`src/rtl/ectg_pkg.sv`:
```
// ----------------------------------------------------------------------------
// ectg_pkg
// Shared types and curve codes of the easing table generator.
// ----------------------------------------------------------------------------
`default_nettype none

package ectg_pkg;

    typedef logic [3:0] t_curve;

    localparam t_curve CURVE_QUAD_IN      = 4'd0;
    localparam t_curve CURVE_QUAD_OUT     = 4'd1;
    localparam t_curve CURVE_QUAD_INOUT   = 4'd2;
    localparam t_curve CURVE_CUBIC_IN     = 4'd3;
    localparam t_curve CURVE_CUBIC_OUT    = 4'd4;
    localparam t_curve CURVE_CUBIC_INOUT  = 4'd5;
    localparam t_curve CURVE_QUINT_IN     = 4'd6;
    localparam t_curve CURVE_QUINT_OUT    = 4'd7;
    localparam t_curve CURVE_QUINT_INOUT  = 4'd8;
    localparam t_curve CURVE_BOUNCE_IN    = 4'd9;
    localparam t_curve CURVE_BOUNCE_OUT   = 4'd10;
    localparam t_curve CURVE_BOUNCE_INOUT = 4'd11;

    typedef logic [1:0] t_reg_idx;

    localparam t_reg_idx REG_CURVE = 2'd0;
    localparam t_reg_idx REG_START = 2'd1;
    localparam t_reg_idx REG_END   = 2'd2;
    localparam t_reg_idx REG_STEPS = 2'd3;

    typedef struct packed {
        logic valid;
        logic last;
    } t_tag;

endpackage

`default_nettype wire

```
`src/rtl/ectg_div.sv`:
```
// ----------------------------------------------------------------------------
// ectg_div
// Pipelined restoring divider: t = pos * 2^FRAC_BITS / den, one bit a stage.
// ----------------------------------------------------------------------------
`default_nettype none

module ectg_div #(
    parameter int FRAC_BITS = 24
) (
    input  wire logic              i_clk,
    input  wire logic              i_rst_n,
    input  wire ectg_pkg::t_tag    i_tag,
    input  wire logic [7:0]        i_pos,
    input  wire logic [7:0]        i_den,
    output ectg_pkg::t_tag         o_tag,
    output logic [FRAC_BITS:0]     o_quo
);

    logic [7:0]           r_rem [0:FRAC_BITS];
    logic [FRAC_BITS:0]   r_quo [0:FRAC_BITS];
    ectg_pkg::t_tag       r_tag [0:FRAC_BITS];

    logic                 n_q0;
    logic [7:0]           n_rem0;

    always_comb begin
        n_q0   = (i_pos >= i_den);
        n_rem0 = n_q0 ? (i_pos - i_den) : i_pos;
    end

    always_ff @(posedge i_clk) begin
        if (!i_rst_n) begin
            r_tag[0] <= '0;
        end else begin
            r_tag[0] <= i_tag;
        end
        r_rem[0] <= n_rem0;
        r_quo[0] <= {{FRAC_BITS{1'b0}}, n_q0};
    end

    for (genvar j = 1; j <= FRAC_BITS; j++) begin : g_stage
        logic [8:0] n_r2;
        logic [8:0] n_den9;
        logic       n_ge;

        always_comb begin
            n_r2   = {r_rem[j-1], 1'b0};
            n_den9 = {1'b0, i_den};
            n_ge   = (n_r2 >= n_den9);
        end

        always_ff @(posedge i_clk) begin
            if (!i_rst_n) begin
                r_tag[j] <= '0;
            end else begin
                r_tag[j] <= r_tag[j-1];
            end
            r_rem[j] <= n_ge ? 8'(n_r2 - n_den9) : n_r2[7:0];
            r_quo[j] <= {r_quo[j-1][FRAC_BITS-1:0], n_ge};
        end
    end

    assign o_tag = r_tag[FRAC_BITS];
    assign o_quo = r_quo[FRAC_BITS];

endmodule

`default_nettype wire

```
`config.mk`:
```
export PLATFORM = sky130hd
export DESIGN_NAME = ectg_div
export DESIGN_NICKNAME = d
export VERILOG_FILES = /design/src/rtl/ectg_pkg.sv /design/src/rtl/ectg_div.sv
export SDC_FILE = /design/constraint.sdc
export NUM_CORES = 1
export LEC_CHECK = 0
export ABC_AREA = 0
export BUFFER_PORTS_ARGS = -buffer_cell sky130_fd_sc_hd__buf_2
export CAP_MARGIN = 20
export CORE_UTILIZATION = 40
export CTS_CLUSTER_SIZE = 8
export DETAILED_ROUTE_END_ITERATION = 10
export PLACE_DENSITY = 0.65
export SLEW_MARGIN = 20
export SYNTH_ARGS = -nofsm -noshare
export SYNTH_HDL_FRONTEND = slang
export SYNTH_SLANG_ARGS = --single-unit
```
`constraint.sdc`:
```
create_clock -name i_clk -period 4.38 [get_ports i_clk]
set_clock_uncertainty 0.2 [all_clocks]
set_input_delay 0.219 -clock i_clk [delete_from_list [all_inputs] [get_ports i_clk]]
set_output_delay 0.219 -clock i_clk [all_outputs]
set_load 0.1 [all_outputs]
```
-- Word-level counts from Yosys, hierarchy flattened
Memories as Yosys holds them, arrays and structs flattened.
Cells that the tools add are included.
- register bits: 0
- bits in writable memories: 875
- input bits: 20
- output and inout bits: 27
- memories: 3
- memory list (name ; words ; width ; rd ports ; clocked after memory_dff ; wr ports ; line ; source):
    r_quo ; 25 ; 25 ; 25 ; 0 ; 25 ; ectg_div.sv:20 ; logic [FRAC_BITS:0] r_quo [0:FRAC_BITS];
    r_rem ; 25 ; 8 ; 24 ; 0 ; 25 ; ectg_div.sv:19 ; logic [7:0] r_rem [0:FRAC_BITS];
    r_tag ; 25 ; 2 ; 25 ; 0 ; 25 ; ectg_div.sv:21 ; ectg_pkg::t_tag r_tag [0:FRAC_BITS];
- $add $sub $neg: 25
- order comparisons: 25
- muxes and demuxes: 52
- bitwise operators: 25
- operator list (cell ; count):
    >= comparator 9 x 8 -> 1 bit ; 24
    2-to-1 mux 8 bit ; 25
    subtractor 8 bit ; 25
    2-to-1 mux 2 bit ; 25
    bitwise OR 1 bit ; 25
    >= comparator 8 bit ; 1
    2-to-1 mux 1 bit ; 2

-- Depth between registers and ports, before layout
Gate-level depths: netlist of run 1.
An unclocked memory read counts as a cell.
- depth in word-level cells: 3
- mapped depth: 11
- mapped depth without buffers: 9

-- Worst setup path before layout of run 1
No wires, ideal clock.
- path type: input to register
- start: in i_den[0]
- end: mem r_rem[19][1]
- library setup time: 121 ps
- arrival: 2859 ps
- setup slack: 1201 ps
- stages: 11
- path buffers: 3
- cells stage by stage: buf_2 inv_1 buf_2 clkbuf_1 ha_1 and4_2 or3_2 o221a_2 o21ai_2 nand2_2 mux2_2
- RTL lines (item ; line ; source):
    start, declared ; ectg_div.sv:14 ; input wire logic [7:0] i_den,
    end, declared ; ectg_div.sv:19 ;

==> impl_metrics.yaml, run 1 <==
cells_and_area:
  regArea_mm2: 0.0114
  fill_cells: 4932
  areaGrowthSynthToFinish_pct: 14.7
  drive_gt1_frac: 0.121
  most-common-layout-cells: "567 x dfxtp_1, 199 x ha_1, 135 x nor2_1, 121 x inv_1, 104 x o21ai_0"
  diodes: 0
  finalNetCount: 2374
  fin_cells: 2836
  final_common_cell: "dfxtp_1"
  multi_input_area_mm2: 0.0100
sta:
  grt_setup_unrepaired: "no"
  setup_viol: 0
  min_period_ps: 2620
  worst_slack_ps: 1760
  slew_headroom: 0.321
  fmax_mhz: 382
  tns_ps: 0
  slew_viol_final: 0
  period_share: 0.598
  hold_viol: 0
  worst_pin_slew_ps: 1020
critical_path:
  crit_slowest_cell: "inv_1"
  path_cells: "buf_2 -> inv_1 -> buf_4 -> ha_1 -> a21oi_1 -> nand2_1 -> a21oi_1 -> o21a_1 -> mux2_2"
  crit_arrival_ps: 2910
  crit_required_ps: 4670
  end_kind: "register"
  cp_common_cell: "a21oi_1"
  path_max_fanout: 13
  reg2regPathDepth: 8
  max_stage_delay_ps: 550
  worst_setup_path_start_kind: "primary input"
  worstSetupPathType: "in -> reg"
detailed_routing:
  wl_per_cell_um: 14.7
  dr.pass1.iters: 7
  dr.first_iter.drc_count: 677
  drc: 0
  via_per_inst: 5.11
  routed_wl_um: 41800
  vias: 14500
  drtAntennaViolNets: 0
synth:
  synth.avg_cell_area_um2: 10.9
  syn_nets: 2269
  dominantRegCellSynth: "dfxtp_1"
  synth_edf_count: 0
  ys_warn_count: 0
  synth_seq_area_share: 0.513
  synthesis.instances: 2026
  synth.distinct_cells: 61
  syn_area_mm2: 0.0221
  synthArstFlopShare: 0
  ys_ff_latch: 567
placed_design:
  hpwl_um: 27800
  numPortBuffers: 46
  dpl.cell_count: 2731
  post-place-ws_ps: 1100
  gp_congestion: 0.830
floorplanning:
  io_pins: 47
  chipHeight_um: 237
  start_util: 0.408
  rows: 85
  dieWidth_um: 237
  coreArea_mm2: 0.0542
  dieArea_mm2: 0.0563
power_and_ir_drop:
  p_leak_nw: 10.9
  peakVddDrop_v: 0.000358
  p_per_area_mw_per_mm2: 877
clock_tree:
  cts_resized: 0
  numClockSinks: 567
  post_cts_buffers: 0
  cts_tree: "yes"
  clockBufferDepth: 3
  h-tree-depth: 3
  ctsRootBufferMaster: "clkbuf_16"
  clkLatencyLatePin_ps: 610
  clk_pin_slew_ps: 50
  numCtsBuffers: 81
  hold_buffers: 13
global_routing:
  grt_pass1_wl_um: 70000
  grt_start_max_net_pins: 51
  first_global_vias: 14700
  track_usage: 0.152
  grt_overflow_total: 0
  antenna_found_initial: 0
run_status:
  status: "finished clean"
hold_path:
  min_path_cells: 0
  hold_class: "reg -> reg"
job:
  maxCapViolations: 0
-- Yosys cell counts (6+ instances only) --
cell type | instances | share of area
dfxtp_1 | 567 | 0.51
ha_1 | 199 | 0.11
nor2_1 | 135 | 0.023
inv_1 | 123 | 0.021
o21ai_0 | 104 | 0.024
nand2_1 | 85 | 0.014
a21oi_1 | 82 | 0.019
mux2_2 | 70 | 0.036
xnor2_1 | 58 | 0.023
and2_1 | 50 | 0.014
a21boi_0 | 43 | 0.015
nor2b_1 | 43 | 0.012
o31ai_1 | 40 | 0.014
nand2b_1 | 38 | 0.011
o21a_1 | 32 | 0.011
buf_4 | 26 | 0.0088
fa_1 | 24 | 0.022
o32a_1 | 24 | 0.011
a21o_1 | 22 | 0.0075
or3_1 | 20 | 0.0057
buf_2 | 19 | 0.0043
mux2i_1 | 18 | 0.0081
nor3_1 | 18 | 0.0041
nand3_1 | 17 | 0.0038
a211oi_1 | 15 | 0.0051
and3_1 | 14 | 0.0040
mux2_4 | 14 | 0.0095
o31a_1 | 14 | 0.0055
nand4_1 | 13 | 0.0037
nor3b_1 | 12 | 0.0041
clkbuf_1 | 9 | 0.0015
a2111oi_0 | 8 | 0.0032
a31oi_1 | 7 | 0.0020
o211ai_1 | 7 | 0.0024
mux2_1 | 6 | 0.0031
o221a_2 | 6 | 0.0031
o311ai_0 | 6 | 0.0024
-- flip-flops by register name (all words and copies together), names as in the netlist --
register,count
r_tag,50
r_quo,325
r_rem,192
-- power breakdown --
part           internal (mW)  switching (mW)
logic                   3.82            4.66
clock network           3.33            2.11
registers               7.50           0.845
-- per-layer routing --
metal,GRT usage,part of all wire,vias up
li1,-,-,7229
met1,0.188,0.46,6893
met2,0.256,0.47,263
met3,0.0345,0.041,98
met4,0.0583,0.026,0
met5,0,0,-
-- critical path, delay by kind of cell --
| kind | cells | cell delay, ps |
|---|---|---|
| buffers and inverters | 3 | 1000 |
| adders and majority gates | 1 | 320 |
| and+or+nand+nor | 1 | 110 |
| muxes | 1 | 380 |
| AOI/OAI and AO/OA | 3 | 860 |
-- per-stage QoR --
| stage | hold slack [ps] | total power, mW | util | area [um2] |
|---|---|---|---|---|
| after global routing | 106 | 23.9 | 0.468 | 25400 |
| final | 111 | 22.3 | 0.468 | 25400 |
| after CTS | 110 | 22.5 | 0.468 | 25400 |
| after floorplan | 110 | 15.3 | - | 22100 |
| after detailed placement | 112 | 16.9 | 0.425 | 23100 |
| after global placement | 110 | 16.6 | 0.425 | 23100 |
-- cells by family after synthesis --
kind of cell / after synthesis / share of synthesized area
AOI/OAI and AO/OA: 431 / 0.132
DFF: 567 / 0.513
muxes: 108 / 0.0563
xor gates and xnor gates: 63 / 0.0249
buffers and inverters: 177 / 0.0355
and+or+nand+nor: 457 / 0.104
adders and majority gates: 223 / 0.134
-- layout make-up --
class | count | share of cell area
Multi-Input combinational cell | 1282 | 0.394
Clock buffer | 85 | 0.0817
Timing Repair Buffer | 76 | 0.0202
Inverter | 123 | 0.0182
Sequential cell | 567 | 0.447
Clock inverter | 7 | 0.00483
Tap cell | 696 | 0.0343
-- worst paths after layout --
check	endpoint	from	slack, ps
hold / removal	r_quo[0][379]	r_quo[0][353]	110
hold reg to reg	r_quo[0][379]	r_quo[0][353]	110
setup / recovery	r_rem[3][2]	i_den[3]	1760
setup reg to reg	r_rem[19][4]	r_rem[18][0]	1770
Power figures use the tool's default switching activity.
==> run 2: changes to the inputs <==
PLACE_DENSITY = 0.67   (was 0.65)
clock period = 2.37 ns   (was 4.38 ns; I/O delays follow)
==> run 2 against run 1 <==
Critical path depth down 2. Core utilization up 4.4 points. Sequential cell count unchanged. Cell count up 9.0%. Non-clock buffer count up 261. Power up 100%.
==> impl_metrics.yaml, run 2 (synthesis results as in run 1) <==
cells_and_area:
  most-common-layout-cells: "560 x dfxtp_1, 247 x buf_4, 193 x ha_1, 135 x nor2_1, 118 x inv_1"
  final_common_cell: "dfxtp_1"
  diodes: 0
  finalNetCount: 2635
  areaGrowthSynthToFinish_pct: 25.6
  largest_reg_flops: 325
  reg_top3: "r_quo (325), r_rem (192), r_tag (50)"
  drive_gt1_frac: 0.231
  final_util: 0.512
  regMostFlops: "r_quo"
floorplanning:
  dieWidth_um: 237
  chipHeight_um: 237
  rows: 85
  start_util: 0.408
  coreArea_mm2: 0.0542
  dieArea_mm2: 0.0563
  io_pins: 47
global_routing:
  grt_overflow_total: 0
  track_usage: 0.162
  grt_pass1_wl_um: 74900
  grt_start_max_net_pins: 51
  first_global_vias: 15900
  antenna_found_initial: 0
power_and_ir_drop:
  sw_frac_of_total: 0.334
  combPwrFrac: 0.433
  p_total_mw: 44.4
  p_int_mw: 29.6
  peakVddDrop_v: 0.000719
  p_per_area_mw_per_mm2: 1600
  power_frac_clock: 0.218
  p_leak_nw: 12.3
  seq_power_share: 0.349
  power.switching_mw: 14.8
sta:
  slew_headroom: 0.630
  setup_viol: 0
  worst_pin_slew_ps: 555
  hold_viol: 0
  grt_setup_unrepaired: "yes"
  slew_viol_final: 0
  fmax_mhz: 429
  min_period_ps: 2330
  period_share: 0.983
critical_path:
  crit_family: "simple AND/OR/NAND/NOR gates"
  path_cells: "ha_1 -> and4_4 -> or3_4 -> o221a_4 -> o21ai_4 -> nand2_4 -> mux2_4"
  end_kind: "register"
  worstSetupPathType: "reg -> reg"
  crit_arrival_ps: 2600
  max_stage_delay_ps: 400
  worst_setup_path_start_kind: "register"
  crit_buf_inv: 0
  crit_required_ps: 2640
  crit_slowest_cell: "dfxtp_1"
  path_max_fanout: 7
detailed_routing:
  via_per_inst: 4.98
  drtAntennaViolNets: 0
  dr.first_iter.drc_count: 590
  wl_per_cell_um: 14.6
  vias: 15400
  dr.pass1.iters: 6
  drc: 0
  routed_wl_um: 45200
placed_design:
  gp_congestion: 0.866
  hpwl_um: 30600
  numPortBuffers: 46
clock_tree:
  cts_tree: "yes"
  numCtsBuffers: 80
  clk_pin_slew_ps: 50
  clkLatencyLatePin_ps: 610
  numClockSinks: 567
  ctsRootBufferMaster: "clkbuf_16"
  clockBufferDepth: 3
  h-tree-depth: 3
run_status:
  status: "finished clean"
job:
  maxCapViolations: 0
hold_path:
  hold_class: "in -> reg"
-- run 2: cell types whose count changed in the layout (fill, tap and decap cells not counted), moves of 7 or more --
| cell | delta |
|---|---|
| a21boi_0 | -7 |
| a21boi_1 | +7 |
| buf_12 | +14 |
| buf_4 | +232 |
| dfxtp_1 | -7 |
| dlygate4sd3_1 | +10 |
| o32a_1 | -10 |
| o32a_4 | +7 |
-- run 2: power groups by stage --
stage | clock [mW] | combinational [mW] | sequential [mW]
after detailed placement | 0 | 18.3 | 15.6
after floorplan | 0 | 13.4 | 15.0
final | 9.68 | 19.2 | 15.5
after CTS | 10.1 | 18.6 | 15.5
after global placement | 0 | 17.8 | 15.6
after global routing | 10.5 | 21.3 | 15.9
-- run 2: worst register-to-register path, stage by stage (launching register included) --
cell and delay [ps]:
dfxtp_1 400, ha_1 270, and4_4 190, or3_4 320, o221a_4 230, o21ai_4 150, nand2_4 110, mux2_4 330
-- run 2: area by class of cell --
cell class / count / area (um2)
fillers: 4777 / 26400
clock inverters: 4 / 35.0
well taps: 696 / 871
inverters: 123 / 477
repair buffers: 337 / 2690
multi-input cells: 1283 / 10300
clock buffers: 82 / 2030
flip-flops and latches: 567 / 11400
-- run 2: timing repair --
item	4_1_cts	5_1_grt
resized for setup	15	62
hold endpoints to repair	79	0
cloned	0	1
endpoints found under the setup margin	39	126
hold buffers	24	0
pin swaps	5	23
buffers inserted	0	10
-- run 2: worst paths after layout --
kind	startpoint	to	slack, ps	cells past startpoint
worst min-delay path	i_den[0]	r_rem[16][0]	60	5
worst max-delay path	r_rem[18][1]	r_rem[19][2]	40	7
worst min register to register	r_quo[0][177]	r_quo[0][203]	100	0
worst max register to register	r_rem[18][1]	r_rem[19][2]	40	7
-- run 2: through the flow --
stage          instances  cell area (um2)  setup TNS [ps]  worst slack, ps  hold slack (ps)
2_1_floorplan       2026            22200          -14970             -184             45.8
3_3_place_gp        2971            25100          -33970             -324              110
3_5_place_dp        2971            25100          -41090             -388              112
4_1_cts             3081            27500               0             1.71             9.75
5_1_grt             3092            27800            -533            -75.4             58.6
6_report            3092            27800               0             39.3             56.3
-- run 2: layer usage --
layer	routed length, um	part of all wire	global-route usage
met1	20400	0.45	0.193
met2	21900	0.49	0.284
met3	1630	0.036	0.0316
met4	1200	0.026	0.0719
met5	0	0	0
==> run 3: changes to the inputs <==
==> constraint.sdc (replaced) <==
create_clock -name i_clk -period 2.37 [get_ports i_clk]
set_clock_uncertainty 0.2 [all_clocks]
set_input_delay 0.474 -clock i_clk [delete_from_list [all_inputs] [get_ports i_clk]]
set_output_delay 0.474 -clock i_clk [all_outputs]
set_load 0.1 [all_outputs]
==> run 3 against run 2 <==
Final area grew 4.3%. Global-route usage is 0.62 points higher. Cell count grew 4.7%. Register-to-register slack barely moved. Die area unchanged. Wire length increased by 4.3%. Non-clock buffer count up 140. Clock power increased by 3.1%. Via count grew 4.0%. Core utilization rose by 2.2 points. Sequential share of layout area shrank 1.7 points. Power increased by 3.9%. Critical path type is now in -> reg.
==> impl_metrics.yaml, run 3 (synthesis results as in run 1) <==
critical_path:
  end_kind: "register"
  reg2regPathDepth: 8
  reg2reg_from: "r_rem[18][0]"
  path_max_fanout: 10
  path_cells: "buf_2 -> clkinvlp_4 -> buf_12 -> ha_1 -> nor2b_1 -> o31a_1 -> o32a_1 -> o32a_4 -> mux2_4"
  reg2reg_setup_slack_ps: 30
  crit_required_ps: 2650
  crit_start: "i_den[1]"
  max_stage_delay_ps: 390
  crit_end: "r_rem[15][2]"
  worstSetupPathType: "in -> reg"
  r2r-end: "r_rem[19][1]"
  crit_arrival_ps: 2620
  worst_setup_path_start_kind: "primary input"
  crit_slowest_cell: "o32a_1"
floorplanning:
  start_util: 0.408
  rows: 85
  dieArea_mm2: 0.0563
  dieWidth_um: 237
  coreArea_mm2: 0.0542
  io_pins: 47
  chipHeight_um: 237
global_routing:
  grt_start_max_net_pins: 51
  antenna_found_initial: 0
  grt_overflow_total: 0
  grt_pass1_wl_um: 77900
  track_usage: 0.169
  first_global_vias: 16600
clock_tree:
  numCtsBuffers: 80
  cts_tree: "yes"
  ctsRootBufferMaster: "clkbuf_16"
  clockBufferDepth: 3
  clk_pin_slew_ps: 40
  clkLatencyLatePin_ps: 610
  numClockSinks: 567
  h-tree-depth: 3
detailed_routing:
  via_per_inst: 4.95
  drtAntennaViolNets: 0
  routed_wl_um: 47100
  vias: 16000
  wl_per_cell_um: 14.6
  dr.first_iter.drc_count: 659
  dr.pass1.iters: 7
  drc: 0
cells_and_area:
  design_area_mm2: 0.0290
  reg_top3: "r_quo (325), r_rem (192), r_tag (50)"
  most-common-layout-cells: "561 x dfxtp_1, 400 x buf_4, 189 x ha_1, 135 x nor2_1, 113 x inv_1"
  final_common_cell: "dfxtp_1"
  drive_gt1_frac: 0.283
  areaGrowthSynthToFinish_pct: 31.0
  diodes: 0
  largest_reg_flops: 325
  finalNetCount: 2777
  regMostFlops: "r_quo"
power_and_ir_drop:
  seq_power_share: 0.337
  peakVddDrop_v: 0.000824
  combPwrFrac: 0.447
  power_frac_clock: 0.216
  p_int_mw: 30.8
  sw_frac_of_total: 0.333
  power.switching_mw: 15.4
  p_per_area_mw_per_mm2: 1590
  p_leak_nw: 13.0
sta:
  setup_viol: 0
  min_period_ps: 2340
  worst_pin_slew_ps: 564
  slew_headroom: 0.624
  period_share: 0.987
  hold_viol: 0
  grt_setup_unrepaired: "yes"
  slew_viol_final: 0
  fmax_mhz: 427
  worst_slack_ps: 30.0
placed_design:
  post-place-ws_ps: -768
  postPlaceCellArea_mm2: 0.0264
  numPortBuffers: 46
  hpwl_um: 32700
  gp_congestion: 0.846
run_status:
  status: "finished clean"
hold_path:
  hold_class: "reg -> reg"
job:
  maxCapViolations: 0
run 3: power by group through the flow:
stage          Clock [mW]  Sequential (mW)  Combinational (mW)
2_1_floorplan           0             15.0                13.5
3_3_place_gp            0             15.6                19.1
3_5_place_dp            0             15.7                19.8
4_1_cts              10.4             15.5                20.0
5_1_grt              10.8             16.0                22.8
6_report             9.98             15.6                20.6
run 3: critical path: cells and delay by family:
| kind | cells | cell delay (ps) |
|---|---|---|
| buf+inv | 3 | 440 |
| mux | 1 | 310 |
| compound gates | 3 | 920 |
| fa+ha+maj | 1 | 310 |
| simple gates | 1 | 140 |
run 3: metal layers:
metal / track usage / wire, um
met5: 0 / 0
met4: 0.0684 / 1500
met2: 0.293 / 22800
met3: 0.0362 / 1850
met1: 0.201 / 20900
run 3: through the flow:
step                 util  setup TNS, ps  hold slack [ps]  instances  power, mW
floorplan               -         -80650              110       2026       28.5
global placement    0.486        -105080              110       3126       34.7
detailed placement  0.486        -113670              112       3126       35.5
CTS                 0.528          -10.0             89.6       3225       45.9
global route        0.535           -591              113       3236       49.5
finish              0.535              0              116       3236       46.2
run 3: cell type report:
cell class	instances	area [um2]
sequential	567	11400
clock inverter	4	75.1
multi-input combinational	1285	10400
clock buffer	84	2080
inverter	123	484
fill	4687	25200
timing repair buffer	477	3720
tap	696	871
run 3: worst min path at each step:
stage | cells after the start | end | startpoint
floorplan | 0 | r_quo[0][101] | r_quo[0][75]
global placement | 0 | r_quo[1][77] | r_quo[1][51]
detailed placement | 0 | r_quo[0][202] | r_quo[0][176]
CTS | 4 | r_rem[0][0] | i_pos[0]
global route | 0 | r_quo[0][280] | r_quo[0][254]
finish | 0 | r_quo[0][338] | r_quo[0][312]
run 3: timing repair:
action                     in CTS  in global routing
buffers inserted                1                  8
gates resized for setup        13                 58
pin swaps                       3                 22
hold endpoints to repair       10                  0
setup endpoints to repair      31                124
cloned                          0                  3
hold buffers                   10                  0
